## src/design/efgw_pkg.sv

```systemverilog
`timescale 1ns / 1ps
package efgw_pkg;
    localparam int WAITER_SLOTS = 8;
    localparam int FLAG_BITS    = 24;
    localparam int ID_BITS      = 8;
    localparam int SLOT_W       = (WAITER_SLOTS > 1) ? $clog2(WAITER_SLOTS) : 1;
    localparam int ENTRY_W      = FLAG_BITS + ID_BITS + 2;

    localparam logic [1:0] MODE_WAIT    = 2'd0;
    localparam logic [1:0] MODE_SET     = 2'd1;
    localparam logic [1:0] MODE_CLEAR   = 2'd2;
    localparam logic [1:0] MODE_TIMEOUT = 2'd3;

    localparam logic [2:0] KIND_NOW       = 3'd0;
    localparam logic [2:0] KIND_BLOCKED   = 3'd1;
    localparam logic [2:0] KIND_WOKEN     = 3'd2;
    localparam logic [2:0] KIND_TIMEDOUT  = 3'd3;
    localparam logic [2:0] KIND_SETDONE   = 3'd4;
    localparam logic [2:0] KIND_CLEARDONE = 3'd5;
    localparam logic [2:0] KIND_REJECT    = 3'd6;
endpackage

```

## src/design/efgw_ram.sv

```systemverilog
`timescale 1ns / 1ps
module efgw_ram #(
    parameter int WIDTH = 8,
    parameter int DEPTH = 8
) (
    input  logic                                      i_clk,
    input  logic                                      i_we,
    input  logic [((DEPTH > 1) ? $clog2(DEPTH) : 1)-1:0] i_waddr,
    input  logic [WIDTH-1:0]                          i_wdata,
    input  logic                                      i_re,
    input  logic [((DEPTH > 1) ? $clog2(DEPTH) : 1)-1:0] i_raddr,
    output logic [WIDTH-1:0]                          o_rdata
);
    logic [WIDTH-1:0] r_mem [DEPTH];

    always_ff @(posedge i_clk) begin
        if (i_we) begin
            r_mem[i_waddr] <= i_wdata;
        end
        if (i_re) begin
            o_rdata <= r_mem[i_raddr];
        end
    end
endmodule

```

## src/design/event_flag_group_waiters.sv

```systemverilog
`timescale 1ns / 1ps
// Event flag group with a table of blocked waiters.
// Input channel: i_in_valid / o_in_stall with mode, bits, waiter_id,
// clear_on_exit, wait_all and may_block. A transaction is taken only while
// the block is idle; o_in_stall is high while an item is being worked on.
// Output channel: o_out_valid / i_out_stall with kind, who, flags_value and
// last; o_last marks the final result of an item.
// Flow: a clear item, or a wait that returns or is rejected at once,
// gives its result from the decide state. Wait items that block, set
// items and timeout items sweep the waiter table held in a one-port-read
// RAM, slot by slot (address, then registered data).
// A timeout stops at the slot that holds its waiter.
// Reset clears the flag word, every slot valid bit and the output valid bit;
// the entries themselves need no clearing as they are used only when valid.
// When the receiver stalls, the pending result holds and the sweep waits on
// the slot that has the next result to give.
module event_flag_group_waiters
    import efgw_pkg::*;
(
    input  logic                 i_clk,
    input  logic                 i_rst_n,
    input  logic                 i_in_valid,
    output logic                 o_in_stall,
    input  logic [1:0]           i_mode,
    input  logic [FLAG_BITS-1:0] i_bits,
    input  logic [ID_BITS-1:0]   i_waiter_id,
    input  logic                 i_clear_on_exit,
    input  logic                 i_wait_all,
    input  logic                 i_may_block,
    output logic                 o_out_valid,
    input  logic                 i_out_stall,
    output logic [2:0]           o_kind,
    output logic [ID_BITS-1:0]   o_who,
    output logic [FLAG_BITS-1:0] o_flags_value,
    output logic                 o_last
);
    typedef enum logic [2:0] {
        S_IDLE,
        S_DECIDE,
        S_RD,
        S_CHK,
        S_DONE
    } t_state;

    localparam logic [SLOT_W-1:0] LAST_SLOT = SLOT_W'(WAITER_SLOTS - 1);

    t_state                  r_state;
    logic [1:0]              r_mode;
    logic [FLAG_BITS-1:0]    r_bits;
    logic [ID_BITS-1:0]      r_id;
    logic                    r_clr;
    logic                    r_all;
    logic                    r_may_block;
    logic [FLAG_BITS-1:0]    r_flags;
    logic [FLAG_BITS-1:0]    r_gather;
    logic [WAITER_SLOTS-1:0] r_slot_valid;
    logic [SLOT_W-1:0]       r_idx;
    logic                    r_found;
    logic                    r_out_valid;

    logic                    out_free;
    logic                    ram_we;
    logic                    ram_re;
    logic [ENTRY_W-1:0]      ram_rdata;
    logic [FLAG_BITS-1:0]    e_mask;
    logic [ID_BITS-1:0]      e_id;
    logic                    e_clr;
    logic                    e_all;
    logic                    have_free;
    logic [SLOT_W-1:0]       free_slot;
    logic                    cur_valid;
    logic                    e_cond;
    logic                    in_cond;

    function automatic logic cond_holds(input logic [FLAG_BITS-1:0] flags,
                                        input logic [FLAG_BITS-1:0] mask,
                                        input logic all);
        if (all) begin
            return (flags & mask) == mask;
        end
        return (flags & mask) != '0;
    endfunction

    assign out_free   = !r_out_valid || !i_out_stall;
    assign o_in_stall = (r_state != S_IDLE);
    assign o_out_valid = r_out_valid;
    assign ram_re     = (r_state == S_RD);
    assign ram_we     = (r_state == S_DONE) && out_free && (r_mode == MODE_WAIT)
                        && have_free && !r_found;

    // Entry layout: mask, id, clear flag, all flag
    assign e_mask = ram_rdata[ENTRY_W-1 -: FLAG_BITS];
    assign e_id   = ram_rdata[2 +: ID_BITS];
    assign e_clr  = ram_rdata[1];
    assign e_all  = ram_rdata[0];

    assign cur_valid = r_slot_valid[r_idx];
    assign e_cond    = cond_holds(r_flags, e_mask, e_all);
    assign in_cond   = cond_holds(r_flags, r_bits, r_all);

    // Lowest free slot
    always_comb begin
        have_free = 1'b0;
        free_slot = '0;
        for (int i = WAITER_SLOTS - 1; i >= 0; i--) begin
            if (!r_slot_valid[i]) begin
                have_free = 1'b1;
                free_slot = SLOT_W'(i);
            end
        end
    end

    efgw_ram #(
        .WIDTH (ENTRY_W),
        .DEPTH (WAITER_SLOTS)
    ) u_slots (
        .i_clk   (i_clk),
        .i_we    (ram_we),
        .i_waddr (free_slot),
        .i_wdata ({r_bits, r_id, r_clr, r_all}),
        .i_re    (ram_re),
        .i_raddr (r_idx),
        .o_rdata (ram_rdata)
    );

    always_ff @(posedge i_clk) begin
        if (!i_rst_n) begin
            r_state      <= S_IDLE;
            r_out_valid  <= 1'b0;
            r_flags      <= '0;
            r_slot_valid <= '0;
        end else begin
            // drop the result once taken; an emission below overrides
            if (!i_out_stall) begin
                r_out_valid <= 1'b0;
            end
            case (r_state)
                S_IDLE: begin
                    if (i_in_valid) begin
                        r_mode      <= i_mode;
                        r_bits      <= i_bits;
                        r_id        <= i_waiter_id;
                        r_clr       <= i_clear_on_exit;
                        r_all       <= i_wait_all;
                        r_may_block <= i_may_block;
                        r_idx       <= '0;
                        r_found     <= 1'b0;
                        r_gather    <= '0;
                        r_state     <= S_DECIDE;
                    end
                end
                S_DECIDE: begin
                    case (r_mode)
                        MODE_WAIT: begin
                            if (r_bits == '0 || in_cond || !r_may_block) begin
                                if (out_free) begin
                                    r_out_valid   <= 1'b1;
                                    o_kind        <= (r_bits == '0) ? KIND_REJECT
                                                                    : KIND_NOW;
                                    o_who         <= r_id;
                                    o_flags_value <= r_flags;
                                    o_last        <= 1'b1;
                                    if (r_bits != '0 && in_cond && r_clr) begin
                                        r_flags <= r_flags & ~r_bits;
                                    end
                                    r_state <= S_IDLE;
                                end
                            end else begin
                                r_state <= S_RD;
                            end
                        end
                        MODE_SET: begin
                            r_flags <= r_flags | r_bits;
                            r_state <= S_RD;
                        end
                        MODE_CLEAR: begin
                            if (out_free) begin
                                r_out_valid   <= 1'b1;
                                o_kind        <= KIND_CLEARDONE;
                                o_who         <= '0;
                                o_flags_value <= r_flags;
                                o_last        <= 1'b1;
                                r_flags       <= r_flags & ~r_bits;
                                r_state       <= S_IDLE;
                            end
                        end
                        default: begin
                            r_state <= S_RD;
                        end
                    endcase
                end
                S_RD: begin
                    r_state <= S_CHK;
                end
                S_CHK: begin
                    // hold here while a result for this slot cannot be placed
                    if (r_mode == MODE_SET && cur_valid && e_cond) begin
                        if (out_free) begin
                            r_out_valid         <= 1'b1;
                            o_kind              <= KIND_WOKEN;
                            o_who               <= e_id;
                            o_flags_value       <= r_flags;
                            o_last              <= 1'b0;
                            r_slot_valid[r_idx] <= 1'b0;
                            if (e_clr) begin
                                r_gather <= r_gather | e_mask;
                            end
                            r_idx   <= r_idx + 1'b1;
                            r_state <= (r_idx == LAST_SLOT) ? S_DONE : S_RD;
                        end
                    end else if (r_mode == MODE_TIMEOUT && cur_valid && e_id == r_id) begin
                        if (out_free) begin
                            r_out_valid         <= 1'b1;
                            o_kind              <= KIND_TIMEDOUT;
                            o_who               <= r_id;
                            o_flags_value       <= r_flags;
                            o_last              <= 1'b1;
                            r_slot_valid[r_idx] <= 1'b0;
                            if (e_cond && e_clr) begin
                                r_flags <= r_flags & ~e_mask;
                            end
                            r_state <= S_IDLE;
                        end
                    end else begin
                        if (r_mode == MODE_WAIT && cur_valid && e_id == r_id) begin
                            r_found <= 1'b1;
                        end
                        r_idx   <= r_idx + 1'b1;
                        r_state <= (r_idx == LAST_SLOT) ? S_DONE : S_RD;
                    end
                end
                S_DONE: begin
                    if (out_free) begin
                        r_out_valid   <= 1'b1;
                        o_last        <= 1'b1;
                        r_state       <= S_IDLE;
                        case (r_mode)
                            MODE_WAIT: begin
                                o_who         <= r_id;
                                o_flags_value <= r_flags;
                                if (have_free && !r_found) begin
                                    o_kind                  <= KIND_BLOCKED;
                                    r_slot_valid[free_slot] <= 1'b1;
                                end else begin
                                    o_kind <= KIND_REJECT;
                                end
                            end
                            MODE_SET: begin
                                o_kind        <= KIND_SETDONE;
                                o_who         <= '0;
                                o_flags_value <= r_flags & ~r_gather;
                                r_flags       <= r_flags & ~r_gather;
                            end
                            default: begin
                                o_kind        <= KIND_REJECT;
                                o_who         <= r_id;
                                o_flags_value <= r_flags;
                            end
                        endcase
                    end
                end
                default: begin
                    r_state <= S_IDLE;
                end
            endcase
        end
    end
endmodule
```

## config.mk

```make
export PLATFORM = sky130hd
export DESIGN_NAME = event_flag_group_waiters
export DESIGN_NICKNAME = d
export VERILOG_FILES = /design/src/design/efgw_pkg.sv /design/src/design/efgw_ram.sv /design/src/design/event_flag_group_waiters.sv
export SDC_FILE = /design/constraint.sdc
export NUM_CORES = 1
export LEC_CHECK = 0
export BUFFER_PORTS_ARGS = -buffer_cell sky130_fd_sc_hd__buf_2
export CAP_MARGIN = 10
export CORE_AREA = 8 8 327 233
export CTS_CLUSTER_DIAMETER = 80
export DETAILED_ROUTE_END_ITERATION = 8
export DIE_AREA = 0 0 335 241
export PLACE_DENSITY_LB_ADDON = 0.12
export SLEW_MARGIN = 25
export SYNTH_ARGS = -nofsm -noshare
export SYNTH_HDL_FRONTEND = slang
export SYNTH_SLANG_ARGS = --single-unit
```

## constraint.sdc

```tcl
create_clock -name i_clk -period 17.35 [get_ports i_clk]
set_input_delay 2.6025 -clock i_clk [delete_from_list [all_inputs] [get_ports i_clk]]
set_output_delay 2.6025 -clock i_clk [all_outputs]
set_load 0.005 [all_outputs]
```

==> results of run 1 <==
-- cell type report --
type	instances	share of cell area
timing repair buffer	104	0.0281
clock inverter	31	0.0180
inverter	46	0.00829
clock buffer	54	0.0577
sequential	443	0.621
tap	966	0.0580
multi-input combinational	652	0.209
-- worst max path at each step --
stage	start	endpoint	slack (ps)	cells past startpoint
floorplan	i_out_stall	r_gather[0]$_SDFFCE_PN0P_	9810	5
detailed placement	i_out_stall	u_slots.r_mem[3][26]$_DFFE_PP_	11520	6
global route	i_out_stall	u_slots.r_mem[3][27]$_DFFE_PP_	12270	6
CTS	i_out_stall	u_slots.r_mem[3][20]$_DFFE_PP_	12160	6
global placement	i_out_stall	u_slots.r_mem[3][20]$_DFFE_PP_	11680	6
finish	i_out_stall	u_slots.r_mem[3][27]$_DFFE_PP_	12470	6
-- cells by family (layout without fill, tap and decap cells) --
kind of cell    after synthesis  count (layout)  share of synthesized area
flops                       443             443                      0.735
compound gates              401             401                      0.168
simple gates                239             239                     0.0655
buf+inv                     112             235                     0.0245
xor+xnor                      8               8                    0.00398
fa+ha+maj                     2               2                    0.00142
mux                           2               2                    0.00128
-- power by group through the flow --
stage / Combinational (uW) / Clock [uW] / Sequential (uW)
floorplan: 66.3 / 0 / 1230
global placement: 112 / 0 / 1240
detailed placement: 112 / 0 / 1240
CTS: 113 / 1080 / 1220
global route: 122 / 1130 / 1220
finish: 111 / 1050 / 1220
-- sequential cells by signal (all words and copies together), names as in the netlist, named ones only --
signal	cells
r_may_block	1
r_all	1
r_idx	3
r_bits	24
r_gather	24
u_slots.r_mem	272
o_last	1
r_clr	1
o_who	8
u_slots.o_rdata	34
o_out_valid	1
r_state	3
r_mode	2
o_flags_value	24
r_slot_valid	8
r_found	1
o_kind	3
r_id	8
-- cell usage in the layout (no fill, tap or decap), drive strengths merged, types with 3 or more instances in the layout --
cell and count:
nor3 11, o2bb2ai 17, a2111oi 3, dfxtp 36, a21boi 8, o22ai 4, nor2b 7, bufinv 8
nand2 47, o21a 8, xor2 8, nor4 10, inv 48, and2 8, a221o 8, a22o 12
nor2 90, a22oi 165, a221oi 30, edfxtp 407, nand4 41, clkinv 20, clkbuf 54, buf 104
and4 3, o21ai 35, and3 4, a31oi 6, nand3 9, a21oi 87
-- critical path, delay by kind of cell --
family	cells	cell delay [ps]
buffers and inverters	2	620
and+or+nand+nor	4	1840
-- through the flow --
stage | std cells | area [um2] | hold slack, ps
4_1_cts | 2296 | 20800 | 555
3_5_place_dp | 2211 | 19300 | 542
6_report | 2296 | 20800 | 551
3_3_place_gp | 2211 | 19200 | 545
2_1_floorplan | 1207 | 17600 | 499
5_1_grt | 2296 | 20800 | 586
-- per-layer routing --
layer | track usage | vias to the layer above | share of wire
met3 | 0.0290 | 72 | 0.071
li1 | - | 5033 | -
met2 | 0.201 | 460 | 0.42
met4 | 0.0316 | 0 | 0.017
met1 | 0.213 | 5866 | 0.49
met5 | 0 | - | 0
==> reports/qor.log, run 1 <==
qor: grt.globalRouteOverflowTotal 0
qor: critical_path.slowest_stage nor4_1
qor: yosys.post_synth_instance_area 0.0176 mm2
qor: yosys.postSynth.asyncResetShare 0
qor: sta.post-route-min-period 4880 ps
qor: detailed_routing.drt-pass1-iter-count 5
qor: die.fp.dieArea 0.0807 mm2
qor: min_path.holdPathEnd u_slots.o_rdata[5]$_DFFE_PP_
qor: min_path.hold_path.class flip-flop to flip-flop
qor: place.preCtsSetupSlack 11520 ps
qor: critical_path.reg2reg_to o_who[5]$_DFFE_PP_
qor: clocking.tritoncts_clock_tree yes
qor: cells_and_area.multi_input_comb_area 0.00435 mm2
qor: yosys.ys_ff_latch 443
qor: power_and_ir_drop.p_leak 0.00657 uW
qor: clocking.ctsRootBufferMaster clkbuf_16
qor: power_and_ir_drop.clock_power_share 0.442
qor: critical_path.reg2reg_slack 12930 ps
qor: power_and_ir_drop.totalPowerFinal 2380 uW
qor: critical_path.crit_type input port to flip-flop
qor: yosys.post_synth_most_frequent_cells edfxtp_1, a22oi_1, nor2_1, a21oi_1, clkbuf_1
qor: die.top_level_ports 79
qor: yosys.synth_nets 1250
qor: critical_path.reg2regPathDepth 7
qor: yosys.yosysWarningCount 0
qor: yosys.synth-seq-area-share 0.735
qor: cells_and_area.layout.area.seq 0.0129 mm2
qor: sta.finalClockSkew 29.1 ps
qor: grt.grt_pass1_vias 11100
qor: place.number_of_buffers_added_on_ports 78
qor: cells_and_area.fillerInstances 7230
qor: detailed_routing.detailedRoute.firstIterationViolations 1068
qor: grt.groute.usage.overall 0.140
qor: detailed_routing.finalWirelength 57.9 mm
qor: cells_and_area.layout.core_utilization 0.293
qor: yosys.synthTopCellsByArea edfxtp_1, a22oi_1, dfxtp_1
qor: sta.max_freq 205 MHz
qor: critical_path.cp.required 17580 ps
qor: detailed_routing.vias 11400
qor: grt.grt_max_degree 53
qor: clocking.cts_post_setup_buffers_inserted 0
qor: sta.grt_setup_unrepaired no
qor: detailed_routing.drcViolationCount 0
qor: critical_path.startpoint_class_of_the_critical_path input port
qor: clocking.path_clk_slew 60 ps
qor: yosys.avgSynthCellArea 14.6 um2
qor: clocking.clock_latency 600 ps
qor: power_and_ir_drop.proportion_of_power_drawn_by_flip_flops_and_latches 0.512
qor: detailed_routing.routed_via_density 4.98
qor: clocking.count_of_cells_resized_by_post_cts_repair 0
qor: grt.global_route_wire_length_before_repair 82.6 mm
qor: clocking.cts_num_sinks 443
qor: sta.worstMarginPinSlew 1070 ps
qor: yosys.yosysUniqueCellTypes 60
qor: clocking.cts-root-to-sink-buffers 3
qor: cells_and_area.antenna_cells 0
qor: yosys.synth-edff-count 407
qor: cells_and_area.syn2layout_area_growth 18.4%
qor: die.initial_utilization 0.248
qor: critical_path.timing.critical_path.cells buf_2, and2_1, nor4_1, nand3_1, nor3_4, buf_4
qor: sta.final.setup.tns 0 ps
qor: critical_path.endpoint_kind flip-flop
qor: die.vertical_die_dimension 241 um
qor: critical_path.cp_slowest_stage_delay 640 ps
qor: die.row_count 82
qor: power_and_ir_drop.share_comb_of_total_power 0.047
qor: yosys.synth_top_flop_cell edfxtp_1
qor: min_path.hold_start u_slots.r_mem[6][5]$_DFFE_PP_
qor: sta.final_max_slew_viol_count 0
qor: sta.timing.max_slew.rel_slack 0.288
qor: sta.fin_ws 12470 ps
qor: yosys.synth_largest_area_cell edfxtp_1
qor: cells_and_area.drive_gt1_frac 0.166
qor: sta.finalSetupViolations 0
qor: yosys.post-synth-top-count-cell edfxtp_1
qor: yosys.synth_largest_type_area_fraction 0.694
qor: place.gpl.final_weighted_congestion 0.825
qor: run_status.status completed
qor: critical_path.rr_startpoint r_state[2]$_SDFFE_PN0P_
qor: detailed_routing.routedWlPerCell 25.2 um
qor: die.die_width 335 um
qor: place.dp_hpwl 34.9 mm
qor: clocking.cts-buffers-inserted 46
qor: critical_path.critical_path_arrival 5100 ps
qor: job.maxCapViolations 0
qor: critical_path.cp_max_fo 26
qor: power_and_ir_drop.pwr_per_cell_area 114 mW/mm2
qor: clocking.h_tree_lvl_count 2
qor: power_and_ir_drop.internal_power 1840 uW
qor: clocking.ctsHoldBuffers 0
qor: power_and_ir_drop.ir_worst_vdd 0.0639 mV
qor: grt.grt_antenna_before_repair 2
qor: yosys.syn_inst_count 1207
qor: sta.finalHoldViolations 0
qor: power_and_ir_drop.p_switching 543 uW
qor: min_path.number_of_cells_on_the_worst_hold_path 2
qor: die.core_region_area 0.0710 mm2
qor: sta.fin_crit_sh 0.281
qor: detailed_routing.ant_nets 0
qor: power_and_ir_drop.sw_frac_of_total 0.228
qor: cells_and_area.fin_nets 1336
Note: power is estimated with default switching activity, not from simulation.
==> inputs of run 2 (changes only) <==
==> constraint.sdc (replaced) <==
create_clock -name i_clk -period 5 [get_ports i_clk]
set_input_delay 0.75 -clock i_clk [delete_from_list [all_inputs] [get_ports i_clk]]
set_output_delay 0.75 -clock i_clk [all_outputs]
set_load 0.005 [all_outputs]
==> reports/qor.log, run 2 (synthesis results as in run 1) <==
qor: place.number_of_buffers_added_on_ports 78 [unchanged]
qor: sta.finalHoldViolations 0 [unchanged]
qor: clocking.count_of_cells_resized_by_post_cts_repair 0 [unchanged]
qor: cells_and_area.syn2layout_area_growth 17.8% [was 18.4%]
qor: clocking.ctsRootBufferMaster clkbuf_16 [unchanged]
qor: die.die_width 335 um [unchanged]
qor: critical_path.worst-path-buf-inv 1 [was 2]
qor: die.core_region_area 0.0710 mm2 [unchanged]
qor: sta.final.setup.tns 0 ps [unchanged]
qor: place.dpl.cell_count 2221 [was 2211]
qor: cells_and_area.post_layout_nonfiller_instances 2306 [was 2296]
qor: place.gpl.final_weighted_congestion 0.862 [was 0.825]
qor: clocking.path_clk_slew 60 ps [about the same]
qor: power_and_ir_drop.ir_worst_vdd 0.216 mV [was 0.0639 mV]
qor: place.preCtsSetupSlack 1510 ps [was 11520 ps]
qor: critical_path.crit_type flip-flop to flip-flop [was input port to flip-flop]
qor: cells_and_area.final_cell_mix edfxtp_1, a22oi_1, a21oi_1 [unchanged]
qor: clocking.tritoncts_clock_tree yes [unchanged]
qor: detailed_routing.vias 11500 [was 11400]
qor: critical_path.timing.critical_path.cells a2111o_1, a2111oi_0, a31oi_1, o311a_1, a211oi_4, buf_4, o21ai_0, a221oi_1 [was buf_2, and2_1, nor4_1, nand3_1, nor3_4, buf_4]
qor: detailed_routing.finalWirelength 59.4 mm [was 57.9 mm]
qor: power_and_ir_drop.totalPowerFinal 7880 uW [was 2380 uW]
qor: cells_and_area.largest_register_ffs 272 [unchanged]
qor: grt.groute.usage.overall 0.144 [was 0.140]
qor: grt.grt_antenna_before_repair 1 [was 2]
qor: critical_path.cp-startpoint r_bits[8]$_DFFE_PP_ [was i_out_stall]
qor: critical_path.startpoint_class_of_the_critical_path flip-flop [was input port]
qor: clocking.cts_post_setup_buffers_inserted 0 [unchanged]
qor: detailed_routing.detailedRoute.firstIterationViolations 914 [was 1068]
qor: die.row_count 82 [unchanged]
qor: run_status.status completed [unchanged]
qor: sta.max_freq 279 MHz
qor: cells_and_area.top_register u_slots.r_mem [unchanged]
qor: critical_path.reg2reg_slack 1410 ps [was 12930 ps]
qor: cells_and_area.drive_gt1_frac 0.167 [was 0.166]
qor: critical_path.cp_slowest_stage_delay 670 ps [was 640 ps]
qor: critical_path.cp_max_fo 46 [was 26]
qor: detailed_routing.ant_nets 0 [unchanged]
qor: min_path.hold_path.class input port to flip-flop [was flip-flop to flip-flop]
qor: sta.worstMarginPinSlew 991 ps [was 1070 ps]
qor: cells_and_area.layout_top_registers u_slots.r_mem (272), u_slots.o_rdata (34) [unchanged]
qor: clocking.cts_num_sinks 443 [unchanged]
qor: cells_and_area.final_common_cell edfxtp_1 [unchanged]
qor: critical_path.cp.required 5490 ps [was 17580 ps]
qor: clocking.cts-buffers-inserted 45 [was 46]
qor: grt.grt_pass1_vias 11300 [was 11100]
qor: clocking.ctsHoldBuffers 0 [unchanged]
qor: critical_path.critical_path_arrival 4070 ps [was 5100 ps]
qor: die.initial_utilization 0.248 [unchanged]
qor: sta.timing.max_slew.rel_slack 0.339 [was 0.288]
qor: critical_path.critPathTopFamily compound AO/OA/AOI/OAI gates [was simple AND/OR/NAND/NOR gates]
qor: sta.fin_crit_sh 0.717
qor: clocking.cts-root-to-sink-buffers 3 [unchanged]
qor: clocking.h_tree_lvl_count 2 [unchanged]
qor: power_and_ir_drop.p_leak 0.00654 uW [was 0.00657 uW]
qor: place.dp_hpwl 36.9 mm [was 34.9 mm]
qor: sta.fin_ws 1410 ps [was 12470 ps]
qor: die.vertical_die_dimension 241 um [unchanged]
qor: die.fp.dieArea 0.0807 mm2 [unchanged]
qor: grt.globalRouteOverflowTotal 0 [unchanged]
qor: sta.finalClockSkew 14.2 ps [was 29.1 ps]
qor: sta.final_max_slew_viol_count 0 [unchanged]
qor: critical_path.reg2regPathDepth 8 [was 7]
qor: sta.finalSetupViolations 0 [unchanged]
qor: sta.post-route-min-period 3590 ps
qor: power_and_ir_drop.pwr_per_cell_area 380 mW/mm2 [was 114 mW/mm2]
qor: sta.grt_setup_unrepaired no [unchanged]
qor: critical_path.worstSetupPathDepth 8 [was 6]
qor: detailed_routing.drt-pass1-iter-count 5 [unchanged]
qor: detailed_routing.drcViolationCount 0 [unchanged]
qor: grt.global_route_wire_length_before_repair 85.3 mm [was 82.6 mm]
qor: detailed_routing.routed_via_density 4.97 [was 4.98]
qor: detailed_routing.routedWlPerCell 25.8 um [was 25.2 um]
qor: job.maxCapViolations 0 [unchanged]
qor: critical_path.slowest_stage edfxtp_1 [was nor4_1]
qor: grt.grt_max_degree 52 [was 53]
qor: die.top_level_ports 79 [unchanged]
qor: clocking.clock_latency 590 ps [was 600 ps]
qor: critical_path.endpoint_kind flip-flop [unchanged]
qor: cells_and_area.fin_nets 1345 [was 1336]
qor: critical_path.rr_startpoint r_bits[8]$_DFFE_PP_ [was r_state[2]$_SDFFE_PN0P_]
-- run 2: area by class of cell --
type / count / area (um2)
Inverter: 46 / 173
Fill cell: 7240 / 50300
Clock inverter: 21 / 156
Sequential cell: 443 / 12900
Antenna cell: 1 / 2.50
Multi-Input combinational cell: 652 / 4350
Tap cell: 966 / 1210
Clock buffer: 63 / 1230
Timing Repair Buffer: 114 / 673
-- run 2: layer usage --
metal | wire, um | GRT usage
met1 | 29000 | 0.214
met2 | 25400 | 0.213
met3 | 4080 | 0.0330
met4 | 865 | 0.0285
met5 | 0 | 0
-- run 2: worst min path at each step --
stage / start / to / slack [ps] / cells past startpoint
2_1_floorplan: flip-flop / flip-flop / 500 / 2
3_3_place_gp: flip-flop / flip-flop / 530 / 2
3_5_place_dp: u_slots.r_mem[3][26]$_DFFE_PP_ / u_slots.o_rdata[26]$_DFFE_PP_ / 540 / 2
4_1_cts: i_waiter_id[4] / r_id[4]$_DFFE_PP_ / 290 / 1
5_1_grt: i_bits[19] / r_bits[19]$_DFFE_PP_ / 300 / 1
6_report: i_bits[19] / r_bits[19]$_DFFE_PP_ / 330 / 1
-- run 2: worst register-to-register path, cell delays in order, from the launching register on --
cell	delay, ps
edfxtp_1	670
a2111o_1	520
a2111oi_0	290
a31oi_1	320
o311a_1	500
a211oi_4	170
buf_4	500
o21ai_0	240
a221oi_1	290
-- run 2: through the flow --
stage	util	hold slack [ps]	instance area (um2)
final	0.292	335	20700
after global routing	0.292	295	20700
after CTS	0.292	290	20700
after detailed placement	0.272	536	19300
after global placement	0.272	534	19300
after floorplan	-	499	17600
-- run 2: power breakdown --
group / switching (uW) / internal [uW]
clock network: 1470 / 1790
logic: 270 / 128
registers: 111 / 4120
total: 1850 / 6040
==> inputs of run 3 (changes only) <==
==> constraint.sdc (replaced) <==
create_clock -name i_clk -period 3.8 [get_ports i_clk]
set_input_delay 0.57 -clock i_clk [delete_from_list [all_inputs] [get_ports i_clk]]
set_output_delay 0.57 -clock i_clk [all_outputs]
set_load 0.005 [all_outputs]
==> reports/qor.log, run 3 (synthesis results as in run 1) <==
qor: cells_and_area.fillerInstances 7165 [was 7240]
qor: cells_and_area.final_common_cell edfxtp_1 [unchanged]
qor: clocking.h_tree_lvl_count 2 [unchanged]
qor: die.top_level_ports 79 [unchanged]
qor: job.maxCapViolations 0 [unchanged]
qor: critical_path.timing.critical_path.cells inv_1, a22o_1, or4_4, o31ai_4, nand3_1, a21oi_1, o221a_2, a21boi_2, buf_4 [was a2111o_1, a2111oi_0, a31oi_1, o311a_1, a211oi_4, buf_4, o21ai_0, a221oi_1]
qor: die.die_width 335 um [unchanged]
qor: power_and_ir_drop.clock_power_share 0.405 [was 0.413]
qor: cells_and_area.fin_nets 1372 [was 1345]
qor: grt.global_route_wire_length_before_repair 87.5 mm [was 85.3 mm]
qor: detailed_routing.vias 11600 [was 11500]
qor: cells_and_area.layout.area.seq 0.0129 mm2 [unchanged]
qor: power_and_ir_drop.share_comb_of_total_power 0.056 [was 0.050]
qor: sta.holdWs 167 ps [was 335 ps]
qor: clocking.cts-buffers-inserted 45 [unchanged]
qor: grt.grt_max_degree 47 [was 52]
qor: critical_path.worstSetupPathDepth 9 [was 8]
qor: critical_path.crit_type flip-flop to flip-flop [unchanged]
qor: grt.grt_pass1_vias 11300 [about the same]
qor: detailed_routing.finalWirelength 61.9 mm [was 59.4 mm]
qor: sta.finalSetupViolations 0 [unchanged]
qor: sta.timing.max_slew.rel_slack 0.441 [was 0.339]
qor: cells_and_area.final_cell_mix edfxtp_1, a22oi_1, a21oi_1 [unchanged]
qor: power_and_ir_drop.p_switching 2430 uW [was 1850 uW]
qor: sta.final.setup.tns 0 ps [unchanged]
qor: critical_path.reg2reg_slack 410 ps [was 1410 ps]
qor: critical_path.crit_path_end o_flags_value[20]$_DFFE_PP_
qor: critical_path.cp_max_fo 24 [was 46]
qor: clocking.count_of_cells_resized_by_post_cts_repair 0 [unchanged]
qor: power_and_ir_drop.ir_worst_vdd 0.273 mV [was 0.216 mV]
qor: cells_and_area.drive_gt1_frac 0.183 [was 0.167]
qor: place.dp_hpwl 38.9 mm [was 36.9 mm]
qor: die.fp.dieArea 0.0807 mm2 [unchanged]
qor: clocking.ctsRootBufferMaster clkbuf_16 [unchanged]
qor: grt.globalRouteOverflowTotal 0 [unchanged]
qor: critical_path.reg2regPathDepth 9 [was 8]
qor: die.row_count 82 [unchanged]
qor: critical_path.cp.required 4030 ps [was 5490 ps]
qor: detailed_routing.drt-pass1-iter-count 7 [was 5]
qor: cells_and_area.largest_register_ffs 272 [unchanged]
qor: critical_path.endpoint_kind flip-flop [unchanged]
qor: cells_and_area.layout.core_utilization 0.296 [was 0.292]
qor: clocking.ctsHoldBuffers 0 [unchanged]
qor: detailed_routing.drcViolationCount 0 [unchanged]
qor: detailed_routing.detailedRoute.firstIterationViolations 1193 [was 914]
qor: clocking.cts_post_setup_buffers_inserted 0 [unchanged]
qor: critical_path.critPathTopFamily compound AO/OA/AOI/OAI gates [unchanged]
qor: place.gpl.final_weighted_congestion 0.854 [was 0.862]
qor: cells_and_area.multi_input_comb_area 0.00435 mm2 [about the same]
qor: cells_and_area.layout_top_registers u_slots.r_mem (272), u_slots.o_rdata (34) [unchanged]
qor: critical_path.slowest_stage or4_4 [was edfxtp_1]
qor: cells_and_area.finish.instance_area 0.0210 mm2 [was 0.0207 mm2]
qor: cells_and_area.antenna_cells 0 [was 1]
qor: power_and_ir_drop.totalPowerFinal 10300 uW [was 7880 uW]
qor: cells_and_area.top_register u_slots.r_mem [unchanged]
qor: cells_and_area.syn2layout_area_growth 19.5% [was 17.8%]
qor: detailed_routing.ant_nets 0 [unchanged]
qor: place.dpl-instance-area 0.0197 mm2 [was 0.0193 mm2]
qor: critical_path.startpoint_class_of_the_critical_path flip-flop [unchanged]
qor: clocking.path_clk_slew 70 ps [was 60 ps]
qor: detailed_routing.routed_via_density 4.99 [was 4.97]
qor: sta.finalHoldViolations 0 [unchanged]
qor: power_and_ir_drop.sw_frac_of_total 0.237 [was 0.234]
qor: power_and_ir_drop.pwr_per_cell_area 489 mW/mm2 [was 380 mW/mm2]
qor: die.core_region_area 0.0710 mm2 [unchanged]
qor: place.number_of_buffers_added_on_ports 78 [unchanged]
qor: sta.fin_crit_sh 0.893 [was 0.717]
qor: sta.finalClockSkew 20.3 ps [was 14.2 ps]
qor: power_and_ir_drop.proportion_of_power_drawn_by_flip_flops_and_latches 0.540 [was 0.536]
qor: grt.groute.usage.overall 0.149 [was 0.144]
qor: die.vertical_die_dimension 241 um [unchanged]
qor: power_and_ir_drop.p_leak 0.00668 uW [was 0.00654 uW]
qor: critical_path.reg2reg_to o_flags_value[20]$_DFFE_PP_
qor: sta.worstMarginPinSlew 839 ps [was 991 ps]
qor: run_status.status completed [unchanged]
qor: grt.grt_antenna_before_repair 0 [was 1]
qor: min_path.hold_path.class input port to flip-flop [unchanged]
qor: sta.post-route-min-period 3390 ps [was 3590 ps]
qor: sta.grt_setup_unrepaired no [unchanged]
qor: clocking.cts_num_sinks 443 [unchanged]
qor: die.initial_utilization 0.248 [unchanged]
qor: detailed_routing.routedWlPerCell 26.6 um [was 25.8 um]
qor: clocking.tritoncts_clock_tree yes [unchanged]
qor: clocking.cts-root-to-sink-buffers 3 [unchanged]
qor: sta.final_max_slew_viol_count 0 [unchanged]
qor: critical_path.worst-path-buf-inv 2 [was 1]
qor: power_and_ir_drop.internal_power 7850 uW [was 6040 uW]
qor: critical_path.critical_path_arrival 3630 ps [was 4070 ps]
qor: clocking.clock_latency 580 ps [was 590 ps]
qor: critical_path.cp_slowest_stage_delay 540 ps [was 670 ps]
qor: sta.max_freq 295 MHz [was 279 MHz]
-- run 3: cell type report --
cell class              instances  area share
repair buffers                141      0.0494
clock inverters                27     0.00767
inverters                      46     0.00821
clock buffers                  55      0.0553
well taps                     966      0.0574
flip-flops and latches        443       0.615
multi-input cells             652       0.207
-- run 3: metal layers --
layer  track usage  vias up  part of all wire
met2         0.222      423              0.43
met5             0        -                 0
met3        0.0349       62             0.069
met1         0.221     6016              0.49
li1              -     5121                 -
met4        0.0267        0             0.014
-- run 3: worst reg2reg max path, cell delays in order (launching register included) --
cell	delay, ps
dfxtp_1	410
inv_1	120
a22o_1	240
or4_4	540
o31ai_4	400
nand3_1	340
a21oi_1	230
o221a_2	250
a21boi_2	160
buf_4	320
-- run 3: worst min-delay path by stage --
stage	startpoint	end	slack, ps	depth (start not counted)
after detailed placement	flip-flop	flip-flop	540	2
after floorplan	flip-flop	flip-flop	500	2
after global routing	i_waiter_id[3]	r_id[3]$_DFFE_PP_	140	1
after global placement	flip-flop	flip-flop	520	2
after CTS	i_waiter_id[3]	r_id[3]$_DFFE_PP_	130	1
final	i_waiter_id[3]	r_id[3]$_DFFE_PP_	170	1
-- run 3: power by group through the flow --
stage | Combinational (uW) | Clock, uW | Sequential (uW)
after global placement | 580 | 0 | 5650
after CTS | 581 | 4300 | 5550
after global routing | 623 | 4460 | 5560
after detailed placement | 578 | 0 | 5650
final | 574 | 4160 | 5550
after floorplan | 304 | 0 | 5590
-- run 3: stage by stage --
step,worst slack [ps],instances
after floorplan,-28.5,1207
after global placement,494,2248
after detailed placement,426,2248
after CTS,409,2330
after global routing,266,2330
final,407,2330
